$ cat src/sv/nalg_pkg.sv
// ----------------------------------------------------------------------------
// nalg_pkg
// Shared types and constants of the NAL unit parameter-set gate: the queue
// entry passed from the framing front end to the parser, the configuration
// bundle, NAL type codes and gate step codes.
// ----------------------------------------------------------------------------
package nalg_pkg;

  // Default width of the length-prefix byte counter.
  localparam int LENGTH_BITS_DEF = 32;
  // Default depth of the queue between front end and parser.
  localparam int QUEUE_DEPTH_DEF = 4;
  // A length prefix is four bytes, big-endian.
  localparam int PREFIX_BITS     = 32;
  // Look-ahead window: current byte plus marker and header byte.
  localparam int WIN_BYTES       = 5;
  localparam int HIST_BYTES      = 4;

  // Configuration register indexes.
  localparam logic CFG_CODEC_MODE       = 1'b0;
  localparam logic CFG_PARAMS_PRELOADED = 1'b1;

  // Header byte masks and start code terminator.
  localparam logic [7:0] H264_TYPE_MASK = 8'h1F;
  localparam logic [7:0] H265_TYPE_MASK = 8'h7E;
  localparam logic [7:0] SC_ONE         = 8'h01;

  // NAL unit types.
  localparam logic [5:0] H264_SPS     = 6'd7;
  localparam logic [5:0] H264_PPS     = 6'd8;
  localparam logic [5:0] H264_IDR     = 6'd5;
  localparam logic [5:0] H265_VPS     = 6'd32;
  localparam logic [5:0] H265_SPS     = 6'd33;
  localparam logic [5:0] H265_PPS     = 6'd34;
  localparam logic [5:0] H265_IRAP_LO = 6'd16;
  localparam logic [5:0] H265_IRAP_HI = 6'd21;

  // Gate steps.
  localparam logic [2:0] STEP_0        = 3'd0;
  localparam logic [2:0] STEP_1        = 3'd1;
  localparam logic [2:0] STEP_2        = 3'd2;
  localparam logic [2:0] STEP_3        = 3'd3;
  localparam logic [2:0] STEP_4        = 3'd4;
  localparam logic [2:0] H264_OPEN     = 3'd3;
  localparam logic [2:0] H265_OPEN     = 3'd4;
  localparam logic [2:0] H264_WAIT_KEY = 3'd2;
  localparam logic [2:0] H265_WAIT_KEY = 3'd3;

  typedef struct packed {
    logic codec_mode;
    logic params_preloaded;
  } cfg_t;

  // One byte to be parsed, with the packet bytes that follow it.
  typedef struct packed {
    logic [WIN_BYTES-1:0][7:0] win;    // win[0] is the byte itself
    logic [2:0]                avail;  // bytes of win that lie inside the packet
    logic                      eop;    // last byte of the packet
    logic                      sop;    // first byte of the packet
  } entry_t;

endpackage

$ cat src/sv/nal_unit_parameter_set_gate_top.sv
// ----------------------------------------------------------------------------
// nal_unit_parameter_set_gate_top
// Splits video packets into NAL units and gates decoding on parameter sets.
// ----------------------------------------------------------------------------
// Usage: packet bytes enter on the in_ channel (valid/ready), one beat per
// byte, in_last_in_packet on the final byte. Each byte comes back on the out_
// channel with its unit framing, unit type and capture mark; a byte leaves
// once the four bytes after it have arrived, and the packet's last beat
// releases the held bytes, with out_end_of_packet and out_packet_accepted
// on the final result. The user must write the registers on the cfg_ port
// (codec mode, parameter sets preloaded) only while no packet is in flight;
// the block does not enforce this. Throughput is one byte per cycle inside
// a packet while the queue has room. After a packet's last byte, in_ready
// stays low while the front end releases one held byte per cycle, as the
// queue has room. From the beat that completes a byte's window, its result
// passes the queue write, then the parser and output register.
// Reset (synchronous, rst_n low) empties the queue and output register,
// closes the gate and selects H.264 rules. When the receiver stalls, the
// output register holds its beat, the parser stops, the queue fills, and
// in_ready drops once the queue is full.
// ----------------------------------------------------------------------------
module nal_unit_parameter_set_gate_top #(
  parameter int LENGTH_BITS = nalg_pkg::LENGTH_BITS_DEF,
  parameter int QUEUE_DEPTH = nalg_pkg::QUEUE_DEPTH_DEF
) (
  input  logic       clk,
  input  logic       rst_n,
  input  logic       in_valid,
  output logic       in_ready,
  input  logic [7:0] in_data_byte,
  input  logic       in_last_in_packet,
  output logic       out_valid,
  input  logic       out_ready,
  output logic [7:0] out_byte,
  output logic       out_first_of_nal,
  output logic [5:0] out_unit_type,
  output logic       out_keep_for_params,
  output logic       out_end_of_packet,
  output logic       out_packet_accepted,
  output logic       out_decoder_open,
  input  logic       cfg_wr_en,
  input  logic       cfg_index,
  input  logic       cfg_wdata
);

  nalg_pkg::cfg_t   cfg_r;
  logic             push, q_full, q_valid, q_pop;
  nalg_pkg::entry_t push_entry, q_entry;

  always_ff @(posedge clk) begin
    if (!rst_n) begin
      cfg_r <= '0;
    end else if (cfg_wr_en) begin
      unique case (cfg_index)
        nalg_pkg::CFG_CODEC_MODE:       cfg_r.codec_mode       <= cfg_wdata;
        nalg_pkg::CFG_PARAMS_PRELOADED: cfg_r.params_preloaded <= cfg_wdata;
        default: cfg_r <= cfg_r;
      endcase
    end
  end

  nalg_front u_front (
    .clk               (clk),
    .rst_n             (rst_n),
    .in_valid          (in_valid),
    .in_ready          (in_ready),
    .in_data_byte      (in_data_byte),
    .in_last_in_packet (in_last_in_packet),
    .push              (push),
    .push_entry        (push_entry),
    .q_full            (q_full)
  );

  nalg_queue #(
    .DEPTH (QUEUE_DEPTH)
  ) u_queue (
    .clk        (clk),
    .rst_n      (rst_n),
    .push       (push),
    .push_entry (push_entry),
    .full       (q_full),
    .pop        (q_pop),
    .pop_valid  (q_valid),
    .pop_entry  (q_entry)
  );

  nalg_back #(
    .LENGTH_BITS (LENGTH_BITS)
  ) u_back (
    .clk                 (clk),
    .rst_n               (rst_n),
    .cfg                 (cfg_r),
    .q_valid             (q_valid),
    .q_entry             (q_entry),
    .q_pop               (q_pop),
    .out_valid           (out_valid),
    .out_ready           (out_ready),
    .out_byte            (out_byte),
    .out_first_of_nal    (out_first_of_nal),
    .out_unit_type       (out_unit_type),
    .out_keep_for_params (out_keep_for_params),
    .out_end_of_packet   (out_end_of_packet),
    .out_packet_accepted (out_packet_accepted),
    .out_decoder_open    (out_decoder_open)
  );

endmodule

$ cat src/sv/nalg_front.sv
// ----------------------------------------------------------------------------
// nalg_front
// Input front end: holds the last four packet bytes so each byte leaves with
// its four successors, and flushes the held bytes when the packet ends.
// ----------------------------------------------------------------------------
module nalg_front (
  input  logic            clk,
  input  logic            rst_n,
  input  logic            in_valid,
  output logic            in_ready,
  input  logic [7:0]      in_data_byte,
  input  logic            in_last_in_packet,
  output logic            push,
  output nalg_pkg::entry_t push_entry,
  input  logic            q_full
);

  logic [nalg_pkg::HIST_BYTES-1:0][7:0] win_r, win_nxt;
  logic [2:0]                           cnt_r, cnt_nxt;
  logic                                 flush_r, flush_nxt;
  logic                                 sop_r, sop_nxt;
  logic [nalg_pkg::WIN_BYTES-1:0][7:0]  ext;
  logic                                 accept;

  assign in_ready = !flush_r && !q_full;
  assign accept   = in_valid && in_ready;

  // Held bytes with the incoming byte placed right after them.
  always_comb begin
    for (int k = 0; k < nalg_pkg::HIST_BYTES; k++) begin
      if (3'(k) < cnt_r) begin
        ext[k] = win_r[k];
      end else if (3'(k) == cnt_r) begin
        ext[k] = in_data_byte;
      end else begin
        ext[k] = '0;
      end
    end
    ext[nalg_pkg::WIN_BYTES-1] = (cnt_r == 3'(nalg_pkg::HIST_BYTES)) ? in_data_byte : '0;
  end

  always_comb begin
    push       = 1'b0;
    push_entry = '0;
    win_nxt    = win_r;
    cnt_nxt    = cnt_r;
    flush_nxt  = flush_r;
    sop_nxt    = sop_r;
    if (flush_r) begin
      push_entry.win   = {8'h00, win_r};
      push_entry.avail = cnt_r;
      push_entry.eop   = (cnt_r == 3'd1);
      push_entry.sop   = sop_r;
      if (!q_full) begin
        push = 1'b1;
        for (int k = 0; k < nalg_pkg::HIST_BYTES - 1; k++) begin
          win_nxt[k] = win_r[k+1];
        end
        win_nxt[nalg_pkg::HIST_BYTES-1] = '0;
        cnt_nxt   = cnt_r - 3'd1;
        flush_nxt = (cnt_r != 3'd1);
        sop_nxt   = push_entry.eop;
      end
    end else if (accept) begin
      if (in_last_in_packet || cnt_r == 3'(nalg_pkg::HIST_BYTES)) begin
        push             = 1'b1;
        push_entry.win   = ext;
        push_entry.avail = in_last_in_packet ? cnt_r + 3'd1 : 3'(nalg_pkg::WIN_BYTES);
        push_entry.eop   = in_last_in_packet && (cnt_r == 3'd0);
        push_entry.sop   = sop_r;
        sop_nxt          = push_entry.eop;
        for (int k = 0; k < nalg_pkg::HIST_BYTES; k++) begin
          win_nxt[k] = ext[k+1];
        end
        cnt_nxt   = in_last_in_packet ? cnt_r : 3'(nalg_pkg::HIST_BYTES);
        flush_nxt = in_last_in_packet && (cnt_r != 3'd0);
      end else begin
        for (int k = 0; k < nalg_pkg::HIST_BYTES; k++) begin
          win_nxt[k] = ext[k];
        end
        cnt_nxt = cnt_r + 3'd1;
      end
    end
  end

  always_ff @(posedge clk) begin
    if (!rst_n) begin
      cnt_r   <= '0;
      flush_r <= 1'b0;
      sop_r   <= 1'b1;
    end else begin
      cnt_r   <= cnt_nxt;
      flush_r <= flush_nxt;
      sop_r   <= sop_nxt;
    end
    win_r <= win_nxt;
  end

endmodule

$ cat src/sv/nalg_queue.sv
// ----------------------------------------------------------------------------
// nalg_queue
// Small first-in first-out queue of window entries between the front end
// and the parser.
// ----------------------------------------------------------------------------
module nalg_queue #(
  parameter int DEPTH = nalg_pkg::QUEUE_DEPTH_DEF
) (
  input  logic             clk,
  input  logic             rst_n,
  input  logic             push,
  input  nalg_pkg::entry_t push_entry,
  output logic             full,
  input  logic             pop,
  output logic             pop_valid,
  output nalg_pkg::entry_t pop_entry
);

  localparam int PW = (DEPTH > 1) ? $clog2(DEPTH) : 1;
  localparam int CW = $clog2(DEPTH + 1);

  nalg_pkg::entry_t mem_r [DEPTH];
  logic [PW-1:0]    wr_ptr_r, rd_ptr_r;
  logic [CW-1:0]    count_r;
  logic             do_push, do_pop;

  assign full      = (count_r == CW'(DEPTH));
  assign pop_valid = (count_r != '0);
  assign pop_entry = mem_r[rd_ptr_r];
  assign do_push   = push && !full;
  assign do_pop    = pop && pop_valid;

  always_ff @(posedge clk) begin
    if (!rst_n) begin
      wr_ptr_r <= '0;
      rd_ptr_r <= '0;
      count_r  <= '0;
    end else begin
      if (do_push) begin
        wr_ptr_r <= (wr_ptr_r == PW'(DEPTH - 1)) ? '0 : wr_ptr_r + PW'(1);
      end
      if (do_pop) begin
        rd_ptr_r <= (rd_ptr_r == PW'(DEPTH - 1)) ? '0 : rd_ptr_r + PW'(1);
      end
      if (do_push && !do_pop) begin
        count_r <= count_r + CW'(1);
      end else if (do_pop && !do_push) begin
        count_r <= count_r - CW'(1);
      end
    end
    if (do_push) begin
      mem_r[wr_ptr_r] <= push_entry;
    end
  end

endmodule

$ cat src/sv/nalg_back.sv
// ----------------------------------------------------------------------------
// nalg_back
// Parser back end: frames NAL units by start code or length prefix, reads
// the unit type, advances the parameter-set gate and registers one result
// per byte.
// ----------------------------------------------------------------------------
module nalg_back #(
  parameter int LENGTH_BITS = nalg_pkg::LENGTH_BITS_DEF
) (
  input  logic             clk,
  input  logic             rst_n,
  input  nalg_pkg::cfg_t   cfg,
  input  logic             q_valid,
  input  nalg_pkg::entry_t q_entry,
  output logic             q_pop,
  output logic             out_valid,
  input  logic             out_ready,
  output logic [7:0]       out_byte,
  output logic             out_first_of_nal,
  output logic [5:0]       out_unit_type,
  output logic             out_keep_for_params,
  output logic             out_end_of_packet,
  output logic             out_packet_accepted,
  output logic             out_decoder_open
);

  localparam int CW = nalg_pkg::PREFIX_BITS + 1;
  localparam logic [CW-1:0] LEN_CAP = (CW'(1) << LENGTH_BITS) - CW'(1);

  logic [2:0]             step_r, step_nxt;
  logic                   lf_r, lf_nxt;
  logic [LENGTH_BITS-1:0] bl_r, bl_nxt;
  logic                   hp_r, hp_nxt;
  logic                   keep_r, keep_nxt;
  logic [5:0]             type_r, type_nxt;
  logic                   byp_r, byp_nxt;

  logic                   ov_r;
  logic [7:0]             o_byte_r;
  logic                   o_first_r, o_keep_r, o_eop_r, o_acc_r, o_open_r;
  logic [5:0]             o_type_r;
  logic                   first;
  logic                   is_open;

  assign q_pop = q_valid && (!ov_r || out_ready);

  always_comb begin
    logic [2:0]    lvl;
    logic          sc4, sc3, begin_unit, mark4, hdr_ok;
    logic [7:0]    hb;
    logic [5:0]    t;
    logic [CW-1:0] len_cnt;

    step_nxt = step_r;
    lf_nxt   = lf_r;
    bl_nxt   = bl_r;
    hp_nxt   = hp_r;
    keep_nxt = keep_r;
    type_nxt = type_r;
    byp_nxt  = byp_r;
    first    = 1'b0;
    lvl      = cfg.codec_mode ? nalg_pkg::H265_OPEN : nalg_pkg::H264_OPEN;

    // Packet start: optional jump past parameter sets, then fresh framing.
    if (q_entry.sop) begin
      if (step_nxt == nalg_pkg::STEP_0 && cfg.params_preloaded) begin
        step_nxt = cfg.codec_mode ? nalg_pkg::H265_WAIT_KEY : nalg_pkg::H264_WAIT_KEY;
      end
      byp_nxt  = (step_nxt >= lvl);
      hp_nxt   = 1'b1;
      lf_nxt   = 1'b0;
      bl_nxt   = '0;
      type_nxt = '0;
      keep_nxt = 1'b0;
    end

    sc4 = (q_entry.avail >= 3'd4) && q_entry.win[0] == 8'h00 && q_entry.win[1] == 8'h00 &&
          q_entry.win[2] == 8'h00 && q_entry.win[3] == nalg_pkg::SC_ONE;
    sc3 = (q_entry.avail >= 3'd3) && q_entry.win[0] == 8'h00 && q_entry.win[1] == 8'h00 &&
          q_entry.win[2] == nalg_pkg::SC_ONE;
    len_cnt = {1'b0, q_entry.win[0], q_entry.win[1], q_entry.win[2], q_entry.win[3]}
              + CW'(3);
    begin_unit = 1'b0;
    hdr_ok     = 1'b0;
    mark4      = 1'b1;
    hb         = '0;
    t          = '0;

    if (!byp_nxt) begin
      // A start code opens a new unit only outside a counted unit.
      begin_unit = hp_nxt || (!lf_nxt && bl_nxt == '0 && q_entry.avail >= 3'd4 &&
                              (sc4 || sc3));
      if (begin_unit) begin
        hp_nxt = 1'b0;
        if (sc4 || sc3) begin
          mark4  = sc4;
          lf_nxt = 1'b0;
          bl_nxt = sc4 ? LENGTH_BITS'(3) : LENGTH_BITS'(2);
        end else if (q_entry.avail >= 3'd4) begin
          mark4  = 1'b1;
          lf_nxt = 1'b1;
          bl_nxt = (len_cnt > LEN_CAP) ? LEN_CAP[LENGTH_BITS-1:0] : len_cnt[LENGTH_BITS-1:0];
        end else begin
          // Too few bytes left to frame a unit: rest of packet passes through.
          byp_nxt  = 1'b1;
          type_nxt = '0;
          keep_nxt = 1'b0;
        end
        if (!byp_nxt) begin
          first  = 1'b1;
          hdr_ok = mark4 ? (q_entry.avail == 3'd5) : (q_entry.avail >= 3'd4);
          hb     = mark4 ? q_entry.win[4] : q_entry.win[3];
          if (hdr_ok) begin
            if (cfg.codec_mode) begin
              t = 6'((hb & nalg_pkg::H265_TYPE_MASK) >> 1);
            end else begin
              t = 6'(hb & nalg_pkg::H264_TYPE_MASK);
            end
            type_nxt = t;
            keep_nxt = 1'b0;
            if (!cfg.codec_mode) begin
              if (t == nalg_pkg::H264_SPS && step_nxt == nalg_pkg::STEP_0) begin
                step_nxt = nalg_pkg::STEP_1;
                keep_nxt = 1'b1;
              end else if (t == nalg_pkg::H264_PPS && step_nxt == nalg_pkg::STEP_1) begin
                step_nxt = nalg_pkg::STEP_2;
                keep_nxt = 1'b1;
              end else if (t == nalg_pkg::H264_IDR && step_nxt == nalg_pkg::STEP_2) begin
                step_nxt = nalg_pkg::STEP_3;
              end
            end else begin
              if (t == nalg_pkg::H265_VPS && step_nxt == nalg_pkg::STEP_0) begin
                step_nxt = nalg_pkg::STEP_1;
                keep_nxt = 1'b1;
              end else if (t == nalg_pkg::H265_SPS && step_nxt == nalg_pkg::STEP_1) begin
                step_nxt = nalg_pkg::STEP_2;
                keep_nxt = 1'b1;
              end else if (t == nalg_pkg::H265_PPS && step_nxt == nalg_pkg::STEP_2) begin
                step_nxt = nalg_pkg::STEP_3;
                keep_nxt = 1'b1;
              end else if (t >= nalg_pkg::H265_IRAP_LO && t <= nalg_pkg::H265_IRAP_HI &&
                           step_nxt == nalg_pkg::STEP_3) begin
                step_nxt = nalg_pkg::STEP_4;
              end
            end
          end else begin
            type_nxt = '0;
            keep_nxt = 1'b0;
          end
        end
      end else if (bl_nxt != '0) begin
        bl_nxt = bl_nxt - LENGTH_BITS'(1);
        if (lf_nxt && bl_nxt == '0) begin
          hp_nxt = 1'b1;
        end
      end
    end

    is_open = (step_nxt >= lvl);
  end

  always_ff @(posedge clk) begin
    if (!rst_n) begin
      step_r <= nalg_pkg::STEP_0;
      lf_r   <= 1'b0;
      bl_r   <= '0;
      hp_r   <= 1'b0;
      keep_r <= 1'b0;
      type_r <= '0;
      byp_r  <= 1'b0;
      ov_r   <= 1'b0;
    end else begin
      if (q_pop) begin
        step_r <= step_nxt;
        lf_r   <= lf_nxt;
        bl_r   <= bl_nxt;
        hp_r   <= hp_nxt;
        keep_r <= keep_nxt;
        type_r <= type_nxt;
        byp_r  <= byp_nxt;
        ov_r   <= 1'b1;
      end else if (out_ready) begin
        ov_r <= 1'b0;
      end
    end
    if (q_pop) begin
      o_byte_r  <= q_entry.win[0];
      o_first_r <= first;
      o_type_r  <= byp_nxt ? 6'd0 : type_nxt;
      o_keep_r  <= byp_nxt ? 1'b0 : keep_nxt;
      o_eop_r   <= q_entry.eop;
      o_acc_r   <= q_entry.eop && is_open;
      o_open_r  <= is_open;
    end
  end

  assign out_valid           = ov_r;
  assign out_byte            = o_byte_r;
  assign out_first_of_nal    = o_first_r;
  assign out_unit_type       = o_type_r;
  assign out_keep_for_params = o_keep_r;
  assign out_end_of_packet   = o_eop_r;
  assign out_packet_accepted = o_acc_r;
  assign out_decoder_open    = o_open_r;

endmodule
$ cat config.mk
export PLATFORM = sky130hd
export DESIGN_NAME = nal_unit_parameter_set_gate_top
export DESIGN_NICKNAME = d
export VERILOG_FILES = /design/src/sv/nalg_pkg.sv /design/src/sv/nal_unit_parameter_set_gate_top.sv /design/src/sv/nalg_front.sv /design/src/sv/nalg_queue.sv /design/src/sv/nalg_back.sv
export SDC_FILE = /design/constraint.sdc
export NUM_CORES = 1
export LEC_CHECK = 0
export BUFFER_PORTS_ARGS = -buffer_cell sky130_fd_sc_hd__buf_2
export CAP_MARGIN = 10
export CORE_MARGIN = 2
export CORE_UTILIZATION = 50
export DETAILED_ROUTE_END_ITERATION = 16
export PLACE_DENSITY = 0.66
export SLEW_MARGIN = 40
export SYNTH_ARGS = -nofsm -noshare
export SYNTH_HDL_FRONTEND = slang
export SYNTH_SLANG_ARGS = --single-unit
$ cat constraint.sdc
create_clock -name clk -period 6.25 [get_ports clk]
set_input_delay 0 -clock clk [delete_from_list [all_inputs] [get_ports clk]]
set_output_delay 0 -clock clk [all_outputs]
set_load 0.05 [all_outputs]
==> results_dict.tcl, run 1 <==
set metrics [dict create \
    run_status "complete, no violations" \
    rsz0062_at_grt "false" \
    ys.flop_type "edfxtp_1" \
    drc 0 \
    fin_cells 1813 \
    cts_buffers 31 \
    timing.setup.tns_ps 0 \
    skew_ps 15.1 \
    period_needed_ps 5040 \
    grt_antenna_before_repair 0 \
    io_buffers 36 \
    cts_tree "done" \
    track_usage 0.253 \
    ys_top_cells_by_count "227 x edfxtp_1, 159 x nand2_1, 97 x o21ai_0, 83 x nor2_1, 78 x a21oi_1" \
    end_kind "register" \
    clockBufferDepth 3 \
    clk_latency_ps 580 \
    worst-setup-path-type "reg2reg" \
    yosys_warnings 0 \
    max_freq_mhz 198 \
    gp_routability_congestion 0.925 \
    yosys.area.top_type "edfxtp_1" \
    fin_area_um2 17100 \
    yosysMostFrequentCell "edfxtp_1" \
    ys_ff_latch 289 \
    ys_top_cells_by_area "edfxtp_1 45%, dfxtp_1 8.2%, mux4_2 6.2%, nand2_1 3.9%, o21ai_0 3.2%" \
    slowest_delay_ps 620 \
    synth_edf_count 227 \
    cp_cell_sequence "buf_12 > mux4_2 > nor3_1 > nand4_1 > or2_2 > o31a_1 > or4_4 > a31oi_1 > o22ai_1 > ha_1 > nand2b_1 > a21o_1 > a21o_1 > and2_1" \
    crit_family "simple AND/OR/NAND/NOR gates" \
    p_per_area_nw_per_um2 511 \
    drive_gt1_frac 0.135 \
    overflow 0 \
    syn_avg_cell_area_um2 11.1 \
    postPlaceCellArea_um2 15700 \
    root_buffer "clkbuf_16" \
    cts_hold_buf 17 \
    timing.final.crit_share 0.807 \
    final_hold_viol_count 0 \
    cp_num_buf_inv 1 \
    tightest_slew_ps 903 \
    syn_nets 1412 \
    area_delta_synth_final_pct 12.1 \
    io_pins 37 \
    synth_cell_types 81 \
    core_area_um2 29800 \
    drt_iter0_markers 1251 \
    floorplan.initialDensity 0.511 \
    min_path_type "in2reg" \
    yosysTopAreaCellShare 0.448 \
    n_fill_cell 2451 \
    dieArea_um2 31800 \
    syn_area_um2 15200 \
    crit_top_cell "a21o_1" \
    crit_slowest_cell "mux4_2" \
    viasPerCell 6.44 \
    drt.antenna.violating_nets 0 \
    dr.pass1.iters 5 \
    ctsResizeCount 0 \
    hpwl_mm 26.8 \
    power_leakage_nw 5.91 \
    cts_sinks 289 \
    rows 63 \
    slew_headroom 0.393 \
    post_cts_buffers 0 \
    ir_drop_uv 262 \
    dp.cells 1738 \
    die_x_um 178 \
    ctsHtreeMaxLevel 1 \
    setup_viol 0 \
    start_kind "register" \
    ys_async_sr_fraction 0 \
    synth_cells 1373 \
    reg2reg_setup_slack_ps 1210 \
    n_antenna_cell 0 \
    hold_start "out_ready" \
    yosysSeqAreaShare 0.530 \
    drv_slew 0 \
    cp_max_fo 30 \
    fin_nets 1437 \
    vias 11700 \
    grt_pass1_vias 11100 \
    max-cap-violations 0 \
    grt_max_degree 55 \
    grt_pass1_wl_mm 62.7 \
    routedWlPerCell_um 22.0 \
    arrival_ps 5370 \
    drt-total-wl_mm 39.9 \
    worstPathRequired_ps 6580 \
    die_height_um 178 \
    cts.reportedPaths.clkPinSlew_ps 60 \
]
logic make-up (layout without fill, tap and decap cells):
logic type      count (synthesis)  in the layout  share of synthesized area
simple gates                  463            463                      0.152
fa+ha+maj                      23             23                     0.0194
buf+inv                       116            166                     0.0313
mux                            75             75                     0.0845
flops                         289            289                      0.530
xor+xnor                       50             50                     0.0288
compound gates                357            357                      0.154
layout by cell type (no fill, tap or decap), types with 32 or more instances in the layout:
cell / n
nand3_1: 42
buf_2: 36
nor2_1: 82
edfxtp_1: 227
dfxtp_1: 60
nor3_1: 33
inv_1: 32
mux4_2: 42
o21ai_0: 94
a21oi_1: 77
nand2_1: 159
metrics by stage:
step / hold WS, ps / worst slack (ps) / util / power, W
finish: 248 / 1210 / 0.573 / 0.00872
global placement: 261 / 1120 / 0.527 / 0.00655
CTS: 218 / 1200 / 0.572 / 0.00867
floorplan: 61.9 / 1560 / - / 0.00563
global route: 273 / 876 / 0.573 / 0.00917
detailed placement: 270 / 1210 / 0.528 / 0.00662
power breakdown:
part,switching (W),total [W],internal [W]
clock,0.000781,0.00203,0.00125
combinational,0.00253,0.00385,0.00133
sequential,0.000317,0.00283,0.00251
state kept, by name, indices dropped and copies added (netlist names), 2 cells and up, named ones only:
name,count
u_front.win_r,32
u_queue.rd_ptr_r,2
u_front.cnt_r,3
cfg_r,2
u_back.step_r,3
u_queue.wr_ptr_r,2
u_queue.count_r,3
u_back.out_byte,8
u_back.out_unit_type,6
u_back.type_r,6
u_queue.mem_r,176
u_back.bl_r,32
final timing paths:
| path | end | cells after the start |
|---|---|---|
| hold / removal | u_back.out_valid | 5 |
| setup reg to reg | u_back.out_packet_accepted | 14 |
| hold reg to reg | u_back.type_r[4] | 2 |
| setup / recovery | u_back.out_packet_accepted | 14 |
layer usage:
metal	part of all wire	vias up	GRT usage
li1	-	5331	-
met5	0	-	0
met3	0.083	89	0.0443
met4	0.030	0	0.0813
met2	0.46	547	0.390
met1	0.43	5714	0.365
worst min-delay path: cells and delay by family:
| kind | cells | cell delay, ps |
|---|---|---|
| and+or+nand+nor | 1 | 60 |
| AOI/OAI and AO/OA | 1 | 50 |
| buffers and inverters | 3 | 660 |
final cells by class:
| cell class | instances | area (um^2) | share of cell area |
|---|---|---|---|
| timing repair buffer | 74 | 520 | 0.0305 |
| clock inverter | 17 | 287 | 0.0168 |
| tap | 390 | 488 | 0.0286 |
| multi-input combinational | 968 | 6720 | 0.394 |
| clock buffer | 41 | 853 | 0.0500 |
| sequential | 289 | 8070 | 0.473 |
| inverter | 34 | 128 | 0.00748 |
Power figures use the tool's default switching activity.
==> inputs of run 2 (changes only) <==
==> constraint.sdc (replaced) <==
create_clock -name clk -period 4.92 [get_ports clk]
set_input_delay 0 -clock clk [delete_from_list [all_inputs] [get_ports clk]]
set_output_delay 0 -clock clk [all_outputs]
set_load 0.05 [all_outputs]
==> results_dict.tcl, run 2 (synthesis gave the netlist of run 1 again) <==
set metrics [dict create \
    io_pins 37 \
    timing.setup.tns_ps 0 \
    drt_iter0_markers 1341 \
    dp.cells 1758 \
    arrival_ps 5010 \
    worst-setup-path-type "reg2reg" \
    rows 63 \
    crit_slowest_cell "dfxtp_4" \
    run_status "complete, no violations" \
    track_usage 0.261 \
    multiInputGateArea_um2 6710 \
    hpwl_mm 28.5 \
    ctsResizeCount 0 \
    gp_routability_congestion 0.956 \
    power_leakage_nw 5.95 \
    fin_nets 1457 \
    largest_reg_flops 176 \
    die_height_um 178 \
    cts.reportedPaths.clkPinSlew_ps 60 \
    cts_buffers 31 \
    dpl_worst_slack_ps 271 \
    fin_area_um2 17100 \
    period_needed_ps 4700 \
    n_fill_cell 2488 \
    slew_headroom 0.419 \
    layout_commonest_cell "edfxtp_1" \
    overflow 0 \
    max_freq_mhz 213 \
    io_buffers 36 \
    slowest_delay_ps 650 \
    cts_sinks 289 \
    largest-register "u_queue.mem_r" \
    skew_ps 9.59 \
    tightest_slew_ps 872 \
    clk_latency_ps 560 \
    setup_slack_ps 223 \
    dr.pass1.iters 6 \
    ctsHtreeMaxLevel 1 \
    p_per_area_nw_per_um2 641 \
    total_power_w 0.0109 \
    core_area_um2 29800 \
    n_antenna_cell 0 \
    ir_drop_uv 398 \
    grt_pass1_wl_mm 64.1 \
    drive_gt1_frac 0.147 \
    die_x_um 178 \
    vias 11700 \
    start_kind "register" \
    grt_max_degree 51 \
    min_path_type "in2reg" \
    max-cap-violations 0 \
    rsz0062_at_grt "false" \
    floorplan.initialDensity 0.511 \
    cp_cell_sequence "buf_4 > mux4_2 > nor4_1 > nand4_1 > or2_2 > o31a_1 > or4_4 > a31oi_1 > o22ai_1 > ha_1 > nand2b_1 > a21o_1 > a21o_1 > and2_1" \
    grt_pass1_vias 11100 \
    layout_common_cells "227 x edfxtp_1, 159 x nand2_1, 95 x o21ai_0, 83 x nor2_1, 77 x a21oi_1" \
    fin_cells 1828 \
    viasPerCell 6.42 \
    root_buffer "clkbuf_16" \
    regArea_um2 8060 \
    drt-total-wl_mm 41.1 \
    cp_max_fo 26 \
    dieArea_um2 31800 \
    cts_tree "done" \
    drv_slew 0 \
    final_hold_viol_count 0 \
    setup_viol 0 \
    drc 0 \
    reg_top3 "u_queue.mem_r (176), u_back.bl_r (32), u_front.win_r (32)" \
    post_cts_buffers 0 \
    worstPathRequired_ps 5240 \
    routedWlPerCell_um 22.5 \
    drt.antenna.violating_nets 0 \
    area_delta_synth_final_pct 12.3 \
    clockBufferDepth 3 \
    end_kind "register" \
    timing.final.crit_share 0.955 \
    postPlaceCellArea_um2 15900 \
    crit_top_cell "a21o_1" \
    grt_antenna_before_repair 0 \
]
[run 2: cell count changes in the layout (fill, tap and decap cells not counted), moves of 2 or more]
| cell | change |
|---|---|
| bufinv_16 | -2 |
| clkinvlp_4 | +3 |
| buf_4 | +21 |
| clkbuf_1 | -5 |
| clkbuf_8 | -4 |
| clkinv_2 | +4 |
[run 2: report_power, final]
part	total (W)	internal [W]	switching (W)	leakage, nW
combinational	0.00496	0.00175	0.00321	2.76
clock	0.00238	0.00141	0.000971	0.502
sequential	0.00360	0.00319	0.000408	2.69
total	0.0109	0.00635	0.00459	5.95
[run 2: path summary, 6_finish.rpt]
kind | slack [ps] | end | cells after the start | from
max | 220 | u_back.out_packet_accepted | 14 | register
min | 260 | u_back.out_valid | 5 | out_ready
max reg2reg | 220 | u_back.out_packet_accepted | 14 | register
min reg2reg | 460 | u_back.keep_r | 2 | u_back.keep_r
[run 2: final cells by class]
class | instances | share of cell area
clock buffer | 32 | 0.0456
clock inverter | 21 | 0.0149
inverter | 34 | 0.00747
multi-input combinational | 968 | 0.393
sequential | 289 | 0.472
tap | 390 | 0.0286
timing repair buffer | 94 | 0.0385
[run 2: critical path: cells and delay by family, from the launching register on]
kind	cells	cell delay (ps)
adders and majority gates	1	290
DFF	1	650
AOI/OAI and AO/OA	5	970
buffers and inverters	1	240
and+or+nand+nor	6	1730
muxes	1	570
[run 2: per-layer routing]
metal	routed length, um	vias up	global-route usage
met5	0	-	0
met4	896	0	0.0684
met3	3670	70	0.0450
met2	18800	565	0.408
met1	17700	5741	0.378
li1	-	5364	-
[run 2: repair_timing]
| action | CTS | global route |
|---|---|---|
| setup endpoints to repair | 0 | 0 |
| endpoints found under the hold margin | 41 | 0 |
| hold buffers | 17 | 0 |
[run 2: per-stage QoR]
stage,hold slack [ps],util
2_1_floorplan,61.9,-
3_3_place_gp,259,0.532
3_5_place_dp,278,0.532
4_1_cts,225,0.573
5_1_grt,277,0.573
6_report,259,0.573
==> inputs of run 3 (changes only) <==
--- a/config.mk
+++ b/config.mk
@@ -7,6 +7,7 @@
 export LEC_CHECK = 0
 export BUFFER_PORTS_ARGS = -buffer_cell sky130_fd_sc_hd__buf_2
 export CAP_MARGIN = 10
+export CORE_ASPECT_RATIO = 0.7
 export CORE_MARGIN = 2
 export CORE_UTILIZATION = 50
 export DETAILED_ROUTE_END_ITERATION = 16
==> results_dict.tcl, run 3 (synthesis gave the netlist of run 1 again) <==
set metrics [dict create \
    run_status "complete, no violations" \
    grt_pass1_wl_mm 66.2 \
    fin_nets 1463 \
    crit_top_cell "a21o_1" \
    arrival_ps 5030 \
    cts.reportedPaths.clkPinSlew_ps 70 \
    setup_viol 0 \
    cts_sinks 289 \
    slowest_delay_ps 620 \
    crit_family "simple AND/OR/NAND/NOR gates" \
    io_pins 37 \
    max-cap-violations 0 \
    drt-total-wl_mm 42.6 \
    fin_area_um2 17200 \
    die_height_um 150 \
    max_freq_mhz 212 \
    cp_cell_sequence "buf_16 > mux4_2 > nor4_1 > nand4_1 > or2_2 > o31a_1 > buf_4 > nor4_4 > o21ai_1 > o22ai_1 > ha_1 > nand2b_1 > a21o_1 > a21o_1 > and2_1" \
    reg_top3 "u_queue.mem_r (176), u_back.bl_r (32), u_front.win_r (32)" \
    clk_latency_ps 570 \
    period_needed_ps 4710 \
    routedWlPerCell_um 22.9 \
    cp_num_buf_inv 2 \
    root_buffer "clkbuf_16" \
    ir_drop_uv 610 \
    floorplan.initialDensity 0.508 \
    crit_slowest_cell "mux4_2" \
    tightest_slew_ps 789 \
    rows 53 \
    largest-register "u_queue.mem_r" \
    drive_gt1_frac 0.152 \
    drv_slew 0 \
    core_area_um2 30000 \
    overflow 0 \
    ctsHtreeMaxLevel 1 \
    grt_max_degree 55 \
    p_per_area_nw_per_um2 647 \
    skew_ps 11.3 \
    io_buffers 36 \
    viasPerCell 6.35 \
    hpwl_mm 29.2 \
    dieArea_um2 31900 \
    final_hold_viol_count 0 \
    drc 0 \
    path_depth 15 \
    vias 11800 \
    die_x_um 212 \
    track_usage 0.271 \
    power_leakage_nw 5.99 \
    n_antenna_cell 0 \
    worst-setup-path-type "reg2reg" \
    cts_tree "done" \
    cts_buffers 30 \
    layout_commonest_cell "edfxtp_1" \
    rsz0062_at_grt "false" \
    worstPathRequired_ps 5250 \
    slew_headroom 0.469 \
    timing.setup.tns_ps 0 \
    cp_max_fo 13 \
    critPathCapture "u_back.out_packet_accepted" \
    drt.antenna.violating_nets 0 \
    timing.final.crit_share 0.957 \
    reg2reg_setup_slack_ps 210 \
    timing.rr.end "u_back.out_packet_accepted" \
    grt_pass1_vias 11200 \
    clockBufferDepth 3 \
    start_kind "register" \
    gp_routability_congestion 0.955 \
    end_kind "register" \
    postPlaceCellArea_um2 16000 \
    largest_reg_flops 176 \
    utilization 0.574 \
    drt_iter0_markers 1406 \
    grt_antenna_before_repair 0 \
    min_path_type "in2reg" \
    reg2reg_depth 15 \
    dr.pass1.iters 7 \
    layout_common_cells "227 x edfxtp_1, 159 x nand2_1, 95 x o21ai_0, 82 x nor2_1, 77 x a21oi_1" \
    area_delta_synth_final_pct 13.1 \
]
-- run 3: cell types whose count changed in the layout (fill, tap and decap cells not counted), sizes merged --
cell / previous run / this run
clkbuf: 32 / 36
clkinv: 14 / 12
inv: 33 / 32
clkinvlp: 3 / 5
buf: 77 / 84
-- run 3: metrics by stage --
step | hold WS [ps] | setup slack (ps) | cells | power, W
after floorplan | 61.9 | 233 | 1373 | 0.00715
after global placement | 269 | 110 | 1785 | 0.00855
after detailed placement | 278 | 77.2 | 1786 | 0.00860
after CTS | 211 | 43.5 | 1859 | 0.0110
after global routing | 251 | 41.0 | 1860 | 0.0117
final | 228 | 213 | 1860 | 0.0111
-- run 3: worst min-delay path by stage --
stage,from,to,cells after the start
6_report,out_ready,u_back.out_valid,5
3_5_place_dp,out_ready,u_back.out_valid,4
4_1_cts,out_ready,u_back.out_valid,5
2_1_floorplan,rst_n,u_front.sop_r,1
3_3_place_gp,out_ready,u_back.out_valid,4
5_1_grt,out_ready,u_back.out_valid,5
-- run 3: area by class of cell --
class / instances / area (um^2)
Fill cell: 2561 / 12800
Sequential cell: 289 / 8060
Multi-Input combinational cell: 968 / 6740
Clock buffer: 36 / 795
Timing Repair Buffer: 101 / 741
Tap cell: 412 / 515
Clock inverter: 20 / 233
Inverter: 34 / 128
-- run 3: routing by layer --
layer / up-vias / track usage / wire length [um]
met5: - / 0 / 0
met4: 0 / 0.0552 / 893
met2: 564 / 0.395 / 18300
met1: 5800 / 0.410 / 19200
li1: 5373 / - / -
met3: 66 / 0.0682 / 4200
-- run 3: what timing repair did --
item	4_1_cts	5_1_grt
hold buffers	17	0
endpoints found under the hold margin	39	0
resized for setup	0	2
setup endpoints to repair	0	2
buffers inserted	0	1
-- run 3: power breakdown --
part / total [W] / internal (W) / switching [W]
Clock: 0.00240 / 0.00141 / 0.000989
Sequential: 0.00356 / 0.00319 / 0.000369
Combinational: 0.00518 / 0.00181 / 0.00337
Total: 0.0111 / 0.00641 / 0.00473
-- run 3: worst min-delay path, cell delays in order --
cell	delay (ps)
dlygate4sd3_1	520
buf_2	90
inv_1	40
nand2_1	60
a21oi_1	50
